$ cat src/mcua_pkg.sv
// Shared types and constants for the multi-channel underspeed alarm.
// No dependencies.
package mcua_pkg;

  localparam int CHANNELS = 5;
  localparam int IDX_W = (CHANNELS > 1) ? $clog2(CHANNELS) : 1;
  localparam int CH_W = 3;
  localparam int SPD_W = 16;
  localparam int CNT_W = 8;
  localparam int CFG_IDX_W = 3;
  localparam int CFG_DATA_W = 16;

  localparam logic [CH_W:0] CH_LIMIT = (CH_W + 1)'(CHANNELS);
  localparam logic [IDX_W-1:0] LAST_IDX = IDX_W'(CHANNELS - 1);
  localparam logic [CNT_W-1:0] CNT_MAX = '1;

  localparam logic [CFG_IDX_W-1:0] CFG_MIN_SPEED = 3'd5;
  localparam logic [CFG_IDX_W-1:0] CFG_TIMEOUT = 3'd6;
  localparam logic [SPD_W-1:0] MIN_SPEED_RST = 16'd60;
  localparam logic [CNT_W-1:0] TIMEOUT_RST = 8'd4;

  localparam logic [1:0] REQ_REPORT = 2'd0;
  localparam logic [1:0] REQ_TICK = 2'd1;
  localparam logic [1:0] REQ_MASTER = 2'd2;
  localparam logic [1:0] REQ_UNUSED = 2'd3;

  localparam logic [1:0] EV_DISPLAY = 2'd0;
  localparam logic [1:0] EV_BUZZER = 2'd1;
  localparam logic [1:0] EV_BEEP = 2'd2;

  typedef struct packed {
    logic [1:0] req_type;
    logic [CH_W-1:0] channel;
    logic [SPD_W-1:0] speed;
    logic master_enable;
  } req_word_t;

  typedef struct packed {
    logic [1:0] event_kind;
    logic [CH_W-1:0] event_channel;
    logic speed_shown;
    logic [SPD_W-1:0] speed_value;
    logic normal_flag;
    logic buzzer_master;
    logic buzzer_alarm;
    logic last;
  } evt_word_t;

  typedef struct packed {
    logic [SPD_W-1:0] thr;
    logic [SPD_W-1:0] min_valid;
    logic [CNT_W-1:0] timeout;
  } cfg_view_t;

endpackage

$ cat src/multi_channel_underspeed_alarm.sv
// Five-channel underspeed alarm: one request word at a time, event words out.
// Report: accept, min compare, display, buzzer; master command: accept, master, buzzer;
// tick: one channel per cycle through the shared compare unit, then a beep if one fired.
// Busy until the last event word is registered; output stalls hold the sequencer.
// Synchronous reset: counters, latches and alarms cleared, master buzzer on.
module multi_channel_underspeed_alarm (
  input  logic clk,
  input  logic rst,
  input  logic req_valid,
  output logic req_ready,
  input  mcua_pkg::req_word_t req,
  output logic evt_valid,
  input  logic evt_ready,
  output mcua_pkg::evt_word_t evt,
  input  logic cfg_we,
  input  logic [mcua_pkg::CFG_IDX_W-1:0] cfg_index,
  input  logic [mcua_pkg::CFG_DATA_W-1:0] cfg_data
);
  import mcua_pkg::*;

  cfg_view_t view;
  logic [IDX_W-1:0] sel;

  mcua_cfg u_cfg (
    .clk(clk),
    .rst(rst),
    .cfg_we(cfg_we),
    .cfg_index(cfg_index),
    .cfg_data(cfg_data),
    .sel(sel),
    .view(view)
  );

  mcua_core u_core (
    .clk(clk),
    .rst(rst),
    .req_valid(req_valid),
    .req_ready(req_ready),
    .req(req),
    .evt_valid(evt_valid),
    .evt_ready(evt_ready),
    .evt(evt),
    .view(view),
    .sel(sel)
  );

  a_unused_type_idle: assert property (@(posedge clk) disable iff (rst)
    (req_valid && req_ready && req.req_type == REQ_UNUSED) |=> req_ready)
    else $error("unused request type left sequencer busy");

  a_busy_after_accept: assert property (@(posedge clk) disable iff (rst)
    (req_valid && req_ready && req.req_type != REQ_UNUSED) |=> !req_ready)
    else $error("ready while a request is in work");

  a_display_no_buzzer: assert property (@(posedge clk) disable iff (rst)
    (evt_valid && evt.event_kind == EV_DISPLAY) |-> (!evt.buzzer_master && !evt.buzzer_alarm))
    else $error("display word carries buzzer bits");

  a_beep_last: assert property (@(posedge clk) disable iff (rst)
    (evt_valid && evt.event_kind == EV_BEEP) |-> evt.last)
    else $error("beep word not marked last");

endmodule

$ cat src/mcua_cfg.sv
// Configuration registers: channel thresholds, minimum valid speed, timeout.
// Depends on mcua_pkg.
module mcua_cfg (
  input  logic clk,
  input  logic rst,
  input  logic cfg_we,
  input  logic [mcua_pkg::CFG_IDX_W-1:0] cfg_index,
  input  logic [mcua_pkg::CFG_DATA_W-1:0] cfg_data,
  input  logic [mcua_pkg::IDX_W-1:0] sel,
  output mcua_pkg::cfg_view_t view
);
  import mcua_pkg::*;

  logic [SPD_W-1:0] thr [CHANNELS];
  logic [SPD_W-1:0] min_valid;
  logic [CNT_W-1:0] timeout;

  always_ff @(posedge clk) begin
    if (rst) begin
      for (int i = 0; i < CHANNELS; i++) begin
        thr[i] <= '0;
      end
      min_valid <= MIN_SPEED_RST;
      timeout <= TIMEOUT_RST;
    end else if (cfg_we) begin
      if (cfg_index < CFG_MIN_SPEED) begin
        if ({1'b0, cfg_index} < (CFG_IDX_W + 1)'(CHANNELS)) begin
          thr[cfg_index[IDX_W-1:0]] <= cfg_data[SPD_W-1:0];
        end
      end else if (cfg_index == CFG_MIN_SPEED) begin
        min_valid <= cfg_data[SPD_W-1:0];
      end else if (cfg_index == CFG_TIMEOUT) begin
        timeout <= cfg_data[CNT_W-1:0];
      end
    end
  end

  assign view.thr = thr[sel];
  assign view.min_valid = min_valid;
  assign view.timeout = timeout;

endmodule

$ cat src/mcua_core.sv
// Sequencer, channel state and shared compare unit; at most one event word per step.
// Depends on mcua_pkg.
module mcua_core (
  input  logic clk,
  input  logic rst,
  input  logic req_valid,
  output logic req_ready,
  input  mcua_pkg::req_word_t req,
  output logic evt_valid,
  input  logic evt_ready,
  output mcua_pkg::evt_word_t evt,
  input  mcua_pkg::cfg_view_t view,
  output logic [mcua_pkg::IDX_W-1:0] sel
);
  import mcua_pkg::*;

  localparam logic [2:0] S_IDLE = 3'd0;
  localparam logic [2:0] S_RMIN = 3'd1;
  localparam logic [2:0] S_RDISP = 3'd2;
  localparam logic [2:0] S_TICK = 3'd3;
  localparam logic [2:0] S_BEEP = 3'd4;
  localparam logic [2:0] S_MASTER = 3'd5;
  localparam logic [2:0] S_BUZZ = 3'd6;

  logic [2:0] state;
  logic [CH_W-1:0] ch_r;
  logic [SPD_W-1:0] speed_r;
  logic men_r;
  logic blank_r;
  logic [IDX_W-1:0] idx;
  logic fired;
  logic [CNT_W-1:0] cnt [CHANNELS];
  logic [CHANNELS-1:0] seen;
  logic [CHANNELS-1:0] alarm;
  logic was_on;
  logic master;

  logic [SPD_W-1:0] op_a, op_b;
  logic lt, eq;
  logic [CNT_W-1:0] cnt_cur, cnt_inc;
  logic [IDX_W-1:0] ch_idx;
  logic [CHANNELS-1:0] clr_mask, alarm_kept;
  logic any_alarm, out_free, emit;
  evt_word_t ev;

  assign ch_idx = ch_r[IDX_W-1:0];
  assign sel = ch_idx;
  assign cnt_cur = cnt[idx];
  assign cnt_inc = cnt_cur + 1'b1;
  assign any_alarm = |alarm;
  assign out_free = !evt_valid || evt_ready;
  assign req_ready = (state == S_IDLE);

  always_comb begin
    for (int i = 0; i < CHANNELS; i++) begin
      clr_mask[i] = (ch_idx == IDX_W'(i));
    end
    alarm_kept = alarm & ~clr_mask;
  end

  // shared compare unit
  always_comb begin
    case (state)
      S_RDISP: begin
        op_a = speed_r;
        op_b = view.thr;
      end
      S_TICK: begin
        op_a = {{(SPD_W - CNT_W){1'b0}}, cnt_inc};
        op_b = {{(SPD_W - CNT_W){1'b0}}, view.timeout};
      end
      default: begin
        op_a = speed_r;
        op_b = view.min_valid;
      end
    endcase
    lt = op_a < op_b;
    eq = op_a == op_b;
  end

  always_comb begin
    ev = '0;
    emit = 1'b0;
    case (state)
      S_RDISP: begin
        emit = 1'b1;
        ev.event_kind = EV_DISPLAY;
        ev.event_channel = ch_r;
        if (blank_r) begin
          ev.normal_flag = 1'b1;
          ev.last = !(any_alarm || was_on);
        end else begin
          ev.speed_shown = 1'b1;
          ev.speed_value = speed_r;
          ev.normal_flag = !lt;
          ev.last = !((|alarm_kept) || lt || was_on);
        end
      end
      S_TICK: begin
        emit = (cnt_cur != CNT_MAX) && eq && seen[idx];
        ev.event_kind = EV_DISPLAY;
        ev.event_channel = CH_W'(idx);
        ev.normal_flag = 1'b1;
      end
      S_BEEP: begin
        emit = 1'b1;
        ev.event_kind = EV_BEEP;
        ev.buzzer_master = master;
        ev.buzzer_alarm = was_on;
        ev.last = 1'b1;
      end
      S_MASTER: begin
        emit = 1'b1;
        ev.event_kind = EV_BUZZER;
        ev.buzzer_master = men_r;
        ev.buzzer_alarm = was_on;
        ev.last = !(any_alarm || was_on);
      end
      S_BUZZ: begin
        emit = any_alarm || was_on;
        ev.event_kind = EV_BUZZER;
        ev.buzzer_master = master;
        ev.buzzer_alarm = any_alarm;
        ev.last = 1'b1;
      end
      default: begin
        emit = 1'b0;
      end
    endcase
  end

  always_ff @(posedge clk) begin
    if (rst) begin
      state <= S_IDLE;
      idx <= '0;
      fired <= 1'b0;
      for (int i = 0; i < CHANNELS; i++) begin
        cnt[i] <= '0;
      end
      seen <= '0;
      alarm <= '0;
      was_on <= 1'b0;
      master <= 1'b1;
      evt_valid <= 1'b0;
    end else begin
      if (emit && out_free) begin
        evt_valid <= 1'b1;
        evt <= ev;
      end else if (evt_ready) begin
        evt_valid <= 1'b0;
      end

      case (state)
        S_IDLE: begin
          if (req_valid) begin
            ch_r <= req.channel;
            speed_r <= req.speed;
            men_r <= req.master_enable;
            idx <= '0;
            fired <= 1'b0;
            case (req.req_type)
              REQ_REPORT: begin
                state <= ({1'b0, req.channel} < CH_LIMIT) ? S_RMIN : S_BUZZ;
              end
              REQ_TICK: begin
                state <= S_TICK;
              end
              REQ_MASTER: begin
                state <= S_MASTER;
              end
              default: begin
                state <= S_IDLE;
              end
            endcase
          end
        end
        S_RMIN: begin
          blank_r <= lt;
          state <= S_RDISP;
        end
        S_RDISP: begin
          if (out_free) begin
            seen[ch_idx] <= 1'b1;
            if (!blank_r) begin
              cnt[ch_idx] <= '0;
              alarm[ch_idx] <= lt;
            end
            state <= S_BUZZ;
          end
        end
        S_TICK: begin
          if (out_free) begin
            if (cnt_cur != CNT_MAX) begin
              cnt[idx] <= cnt_inc;
            end
            if (emit) begin
              fired <= 1'b1;
            end
            if (idx == LAST_IDX) begin
              state <= (fired || emit) ? S_BEEP : S_IDLE;
            end else begin
              idx <= idx + 1'b1;
            end
          end
        end
        S_BEEP: begin
          if (out_free) begin
            state <= S_IDLE;
          end
        end
        S_MASTER: begin
          if (out_free) begin
            master <= men_r;
            state <= S_BUZZ;
          end
        end
        S_BUZZ: begin
          if (out_free) begin
            was_on <= any_alarm;
            state <= S_IDLE;
          end
        end
        default: begin
          state <= S_IDLE;
        end
      endcase
    end
  end

endmodule
$ cat config.mk
export PLATFORM = sky130hd
export DESIGN_NAME = multi_channel_underspeed_alarm
export DESIGN_NICKNAME = d
export VERILOG_FILES = /design/src/mcua_pkg.sv /design/src/multi_channel_underspeed_alarm.sv /design/src/mcua_cfg.sv /design/src/mcua_core.sv
export SDC_FILE = /design/constraint.sdc
export NUM_CORES = 1
export LEC_CHECK = 0
export ABC_CLOCK_PERIOD_IN_PS = 13200
export BUFFER_PORTS_ARGS = -buffer_cell sky130_fd_sc_hd__buf_2
export CORE_UTILIZATION = 53
export CTS_CLUSTER_SIZE = 28
export DETAILED_ROUTE_END_ITERATION = 6
export PLACE_DENSITY_LB_ADDON = 0.1
export SLEW_MARGIN = 20
export SYNTH_ARGS = -nofsm -noshare
export SYNTH_HDL_FRONTEND = slang
export SYNTH_SLANG_ARGS = --single-unit
$ cat constraint.sdc
create_clock -name clk -period 13.2 [get_ports clk]
set_clock_uncertainty 0.1 [all_clocks]
set_input_delay 0.66 -clock clk [delete_from_list [all_inputs] [get_ports clk]]
set_output_delay 0.66 -clock clk [all_outputs]
set_load 0.01 [all_outputs]
==> results of run 1 <==
cell families (layout without fill, tap and decap cells):
family | count (synthesis) | in the layout | synth area share, %
and+or+nand+nor | 391 | 391 | 15.5
buffers and inverters | 67 | 152 | 2.26
other | 1 | 48 | 0.0289
muxes | 82 | 82 | 11.0
adders and majority gates | 21 | 21 | 2.02
DFF | 289 | 289 | 63.0
xor gates and xnor gates | 7 | 7 | 0.472
AOI/OAI and AO/OA | 122 | 122 | 5.69
power breakdown:
group          switching (mW)  internal [mW]
sequential             0.0233           1.04
combinational           0.117         0.0818
clock                   0.356          0.473
total                   0.496           1.59
layer usage:
layer	share of wire, %	wire (um)
met3	6.3	1860
met4	2.3	683
met1	46	13500
met5	0	0
met2	45	13400
worst register-to-register path: cells and delay by family (launching register included):
| kind | cells | cell delay [ns] |
|---|---|---|
| flip-flops | 1 | 0.99 |
| multiplexers | 2 | 0.99 |
| AND/OR/NAND/NOR | 6 | 0.98 |
| adder cells (fa/ha/maj) | 2 | 0.58 |
| XOR/XNOR | 1 | 0.50 |
| buffers and inverters | 1 | 0.38 |
| AO/OA/AOI/OAI | 1 | 0.17 |
cell type report:
cell class | instances | share of cell area (%)
sequential | 289 | 55.3
timing repair buffer | 89 | 3.28
inverter | 9 | 0.228
tap | 319 | 2.70
multi-input combinational | 671 | 31.9
clock inverter | 19 | 1.24
clock buffer | 35 | 5.34
registers in the layout, summed over array words and instances, names as in the netlist, named ones only:
name,cells
u_core.idx,3
u_core.evt,26
u_core.sel,3
u_cfg.timeout,8
u_core.master,1
u_core.evt_valid,1
u_core.was_on,1
u_core.blank_r,1
u_core.state,3
u_cfg.thr,128
u_core.speed_r,16
u_core.seen,5
u_core.alarm,5
u_core.fired,1
u_core.cnt,64
u_core.men_r,1
u_cfg.min_valid,16
path summary, 6_finish.rpt:
kind / cells past startpoint / startpoint / slack (ns) / endpoint
worst max-delay path: 13 / register / 8.18 / u_core.evt[2]$_SDFFCE_PN0P_
worst min-delay path: 1 / req[3] / 0.18 / u_core.speed_r[2]$_DFFE_PP_
worst max register to register: 13 / register / 8.18 / u_core.evt[2]$_SDFFCE_PN0P_
worst min register to register: 2 / u_cfg.min_valid[1]$_SDFFE_PP0P_ / 0.36 / u_cfg.min_valid[1]$_SDFFE_PP0P_
placed cells by master (no fill, tap or decap), drive strengths merged, types with 6 or more instances in the layout:
master,count
a21oi,59
clkbuf,35
clkinv,10
nand3,12
ha,21
dfxtp,50
inv,14
a22oi,8
or2,7
nand3b,18
nand2,87
nor3,13
conb,48
and3,19
mux2i,20
o31ai,7
nor2,91
mux2,15
nand2b,8
mux4,47
o21ai,18
a21boi,6
edfxtp,239
and2,92
buf,89
nor2b,17
through the flow:
step	hold slack (ns)	power, mW
finish	0.179	2.09
global route	0.169	2.16
CTS	0.168	2.11
detailed placement	0.347	1.28
global placement	0.343	1.28
floorplan	0.325	1.20
==> metrics, run 1 <==
outcome completed; routed length per placed instance 20.5 um; Yosys top cell area share 55.3%; worst-path fanout max 26; M2 GR Usage about two fifths; CP Cell Sequence mux4_2, mux2_2, ha_1, nor3b_1, xor2_1, o21ai_0, ha_1, and4_1, nand4_1, nor3_1, nor2_1, nor3_2, buf_4; CTS tree done; number of flops mapped to enable cells by yosys 239; peak supply drop about 0.00012 V; met1 usage 35.3%; Clk Latency, worst-skew pair 0.56 ns; Seq/Total Area, Yosys 63.0%; post-route ant nets 0; Pwr Density 141 nW/um2; drt initial violations 566; Max clock buf depth 3; final setup vio count 0; Via Count about 8100; Final Max Slew Viols 0; Vias/cell 5.66; P_leak 5.44 nW; post-route clock period utilization 38.0%; Area growth, synth to finish 13.9%; most frequently used flop master after synthesis edfxtp_1; Die Ht 159 um; CTS Hold Buffers Added 0; Min-Delay Path Class input pin to register; register area 8180 um2; Area contributors post-synth edfxtp_1 (55%), mux4_2 (8.1%), dfxtp_1 (7.7%); first-pass GRT wire length 45.5 mm; TritonCTS Buffers 30; Async SR Flop Fraction 0%; Die X-Extent roughly 160 um; count leader, synth edfxtp_1; Clock Sinks 289; Final Critical Period 5.02 ns; cell area after layout 14800 um2; DP Area 13800 um2; achievable frequency around 200 MHz; Layout Cells excl Fill approximately 1400; Multi-input gate area around 4700 um2; crit-path max cell delay 0.99 ns; largest area contributor in the netlist edfxtp_1; Std-Cell Rows 56; Mean Syn Cell Area 13.3 um2; RSZ-0062 raised after global routing no; crit-path leading delay family flip-flops; synth cell count leaders edfxtp_1 (239), and2_1 (92), nor2_1 (91), nand2_1 (87), a21oi_1 (59); Final Util just over 60%; CP most frequent cell ha_1; DR DRC count 0; Worst-path clk slew 0.07 ns; dpl ws 8.20 ns; core area 23800 um2; Post-Syn Instances 980; root buffer cell clkbuf_16; fill count around 1900; Worst Setup Slack, final 8.18 ns; RePlAce Congestion about 0.84; H-tree depth 1; Nets 1157; CP Capture Type register; required time worst endpoint 13.30 ns; Starting Density 54.7%; Worst slew margin around a quarter; layout cells sized above 1 19.3%; Post-CTS Resized 0; critical path class register to register; Tightest Pin Transition 1.11 ns; Antenna diodes 0; met3 Use GR 4.22%; Ys Warns 0; dpl hpwl 19.2 mm; global-route usage over all layers between 20% and 30%; total grt overflow 0; synth unique cells 54; Synth Register Bits around 290; crit path launch type register; largest net degree at the start of global routing 63; Max Cap Viol 0; slowest stage cell, crit path dfxtp_1; WL final 29.4 mm; grt peak-use layer met2; CP bufs+invs 1; placed insts between 1000 and 1500; DRT Pass-1 Iters 5; Setup TNS 0 ns; postcts setup bufs 0; initial antenna violation count 0; Cell Area, Synth 13000 um2; Top Ports between 70 and 80; final hold violation count 0; vias in the first global route 8127; full die area 25100 um2; CP arrival between 5 and 6 ns; Buffers on Ports 73
Power figures use the tool's default switching activity.
==> inputs of run 2 (changes only) <==
ABC_CLOCK_PERIOD_IN_PS = 4200   (was 13200)
clock period = 4.2 ns   (was 13.2 ns; I/O delays follow)
==> metrics, run 2 (synthesized netlist as in run 1, its figures left out) <==
peak supply drop 0.000363 V; Final Critical Period 4.00 ns; Hold Path Sink u_cfg.timeout[6]$_SDFFE_PP0P_; outcome completed; Nets between 1000 and 1500; Final Max Slew Viols 0; full die area roughly 25000 um2; Psw 1.55 mW; largest registers u_cfg.thr (128), u_core.cnt (64), u_core.evt (26); R2R setup slack 0.20 ns; Die X-Extent 159 um; Antenna diodes 0; Top Ports 74; crit path launch type register; Std-Cell Rows 56; layout cells sized above 1 21.0%; WL final 30.1 mm; total grt overflow 0; Pwr Density 431 nW/um2; commonest non-fill, non-tap cells in the layout edfxtp_1 (239), and2_1 (92), nor2_1 (89); DR DRC count 0; CP Capture Type register; required time worst endpoint 4.36 ns; combinational power share 10.4%; Clock Sinks slightly below 300; Max Cap Viol 0; routed length per placed instance 20.1 um; reg2reg end u_core.evt[14]$_SDFFCE_PP0P_; Die Ht 159 um; RSZ-0062 raised after global routing no; final hold violation count 0; Clk Latency, worst-skew pair 0.56 ns; Starting Density 54.7%; initial antenna violation count 1; Worst slew margin 31.5%; post-route clock period utilization 95.2%; Internal Power 5.12 mW; Min-Delay Path Class input pin to register; placed insts 1406; Worst R2R Path Depth 15; DRT Pass-1 Iters 5; Top reg by flops u_cfg.thr; first-pass GRT wire length approximately 46 mm; final setup vio count 0; Tightest Pin Transition 1.02 ns; root buffer cell clkbuf_16; switching share of total power 23.2%; Via Count 8394; achievable frequency 250 MHz; TritonCTS Buffers 31; Worst-path clk slew about 0.06 ns; clock share of power 39.7%; CP arrival 4.16 ns; post-route ant nets 0; RePlAce Congestion 0.850; Layout Cells excl Fill 1500; Max clock buf depth 3; fill count 1788; global-route usage over all layers 24.8%; largest net degree at the start of global routing 63; worst-path fanout max 26; number of flip-flops in the largest register 128; H-tree depth 1; vias in the first global route 8074; P_leak roughly 5.8 nW; register area 8180 um2; CTS tree done; HP Start cfg_index[0]; Multi-input gate area 4760 um2; critical path class register to register; core area roughly 24000 um2; Setup TNS 0 ns; Hold Path Depth 4; Seq pwr share 49.9%; commonest non-fill, non-tap cell in the layout edfxtp_1; drt initial violations 686; Area growth, synth to finish 19.1%; Buffers on Ports 73; dpl hpwl 20.1 mm; Vias/cell 5.60
## run 2: cell types whose count changed in the layout (fill, tap and decap cells not counted), moves of 3 or more
cell and change:
dlygate4sd3_1 +37, buf_4 +26, clkinv_4 -4, buf_12 +3
clkbuf_1 +3, clkinv_1 +3, clkinv_2 +3, dfxtp_1 -3
dfxtp_2 +3
## run 2: power by group through the flow
stage,registers (mW),clock network (mW),logic [mW]
final,3.33,2.65,0.695
after detailed placement,3.39,0,0.665
after global routing,3.35,2.78,0.762
after global placement,3.39,0,0.662
after CTS,3.33,2.68,0.695
after floorplan,3.36,0,0.429
## run 2: final cells by class
type	count	share of cell area (%)
multi-input cells	671	30.8
inverters	9	0.218
clock buffers	39	5.27
clock inverters	18	1.09
well taps	319	2.58
repair buffers	155	7.18
flip-flops and latches	289	52.9
## run 2: worst max-delay path: stages (launching register included)
cell      delay, ns
dfxtp_2        0.37
buf_4          0.19
mux4_2         0.37
nand3_1        0.09
a21oi_1        0.27
nor2b_2        0.24
nand3b_1       0.10
xnor2_1        0.21
o21ai_0        0.14
ha_1           0.36
and4_1         0.26
nand4_1        0.16
nor3_2         0.28
nor2_2         0.09
nor3_4         0.22
buf_12         0.22
## run 2: worst max path at each step
| stage | startpoint | end | slack [ns] | depth (start not counted) |
|---|---|---|---|---|
| floorplan | register | u_core.evt[0]$_SDFFCE_PN0P_ | 0.01 | 14 |
| global placement | register | u_core.evt[13]$_SDFFCE_PP0P_ | 0.22 | 14 |
| detailed placement | register | u_core.evt[13]$_SDFFCE_PP0P_ | 0.12 | 14 |
| CTS | register | u_core.evt[10]$_SDFFCE_PP0P_ | 0.10 | 14 |
| global route | register | u_core.evt[15]$_SDFFCE_PP0P_ | 0.007 | 15 |
| finish | register | u_core.evt[14]$_SDFFCE_PP0P_ | 0.20 | 15 |
## run 2: layer usage
layer | GRT usage, % | routed length (um) | part of all wire, % | vias to the layer above
met4 | 7.92 | 799 | 2.7 | 0
met1 | 35.2 | 13600 | 45 | 4147
li1 | - | - | - | 3935
met5 | 0 | 0 | 0 | -
met2 | 39.7 | 14100 | 47 | 256
met3 | 3.32 | 1610 | 5.4 | 56
## run 2: repair_timing
action,in CTS,in global routing
gates resized for setup,0,4
endpoints found under the hold margin,173,0
setup endpoints to repair,0,29
hold buffers,37,0
buffers inserted,0,0
## run 2: metrics by stage
stage	instance area [um2]	power (mW)	worst slack (ns)	hold slack [ns]	util, %
2_1_floorplan	13200	3.79	0.0112	0.209	-
3_3_place_gp	14100	4.05	0.217	0.295	59.4
3_5_place_dp	14100	4.06	0.118	0.290	59.4
4_1_cts	15500	6.71	0.102	0.0112	65.1
5_1_grt	15500	6.89	0.00683	0.0307	65.1
6_report	15500	6.67	0.202	0.000320	65.1
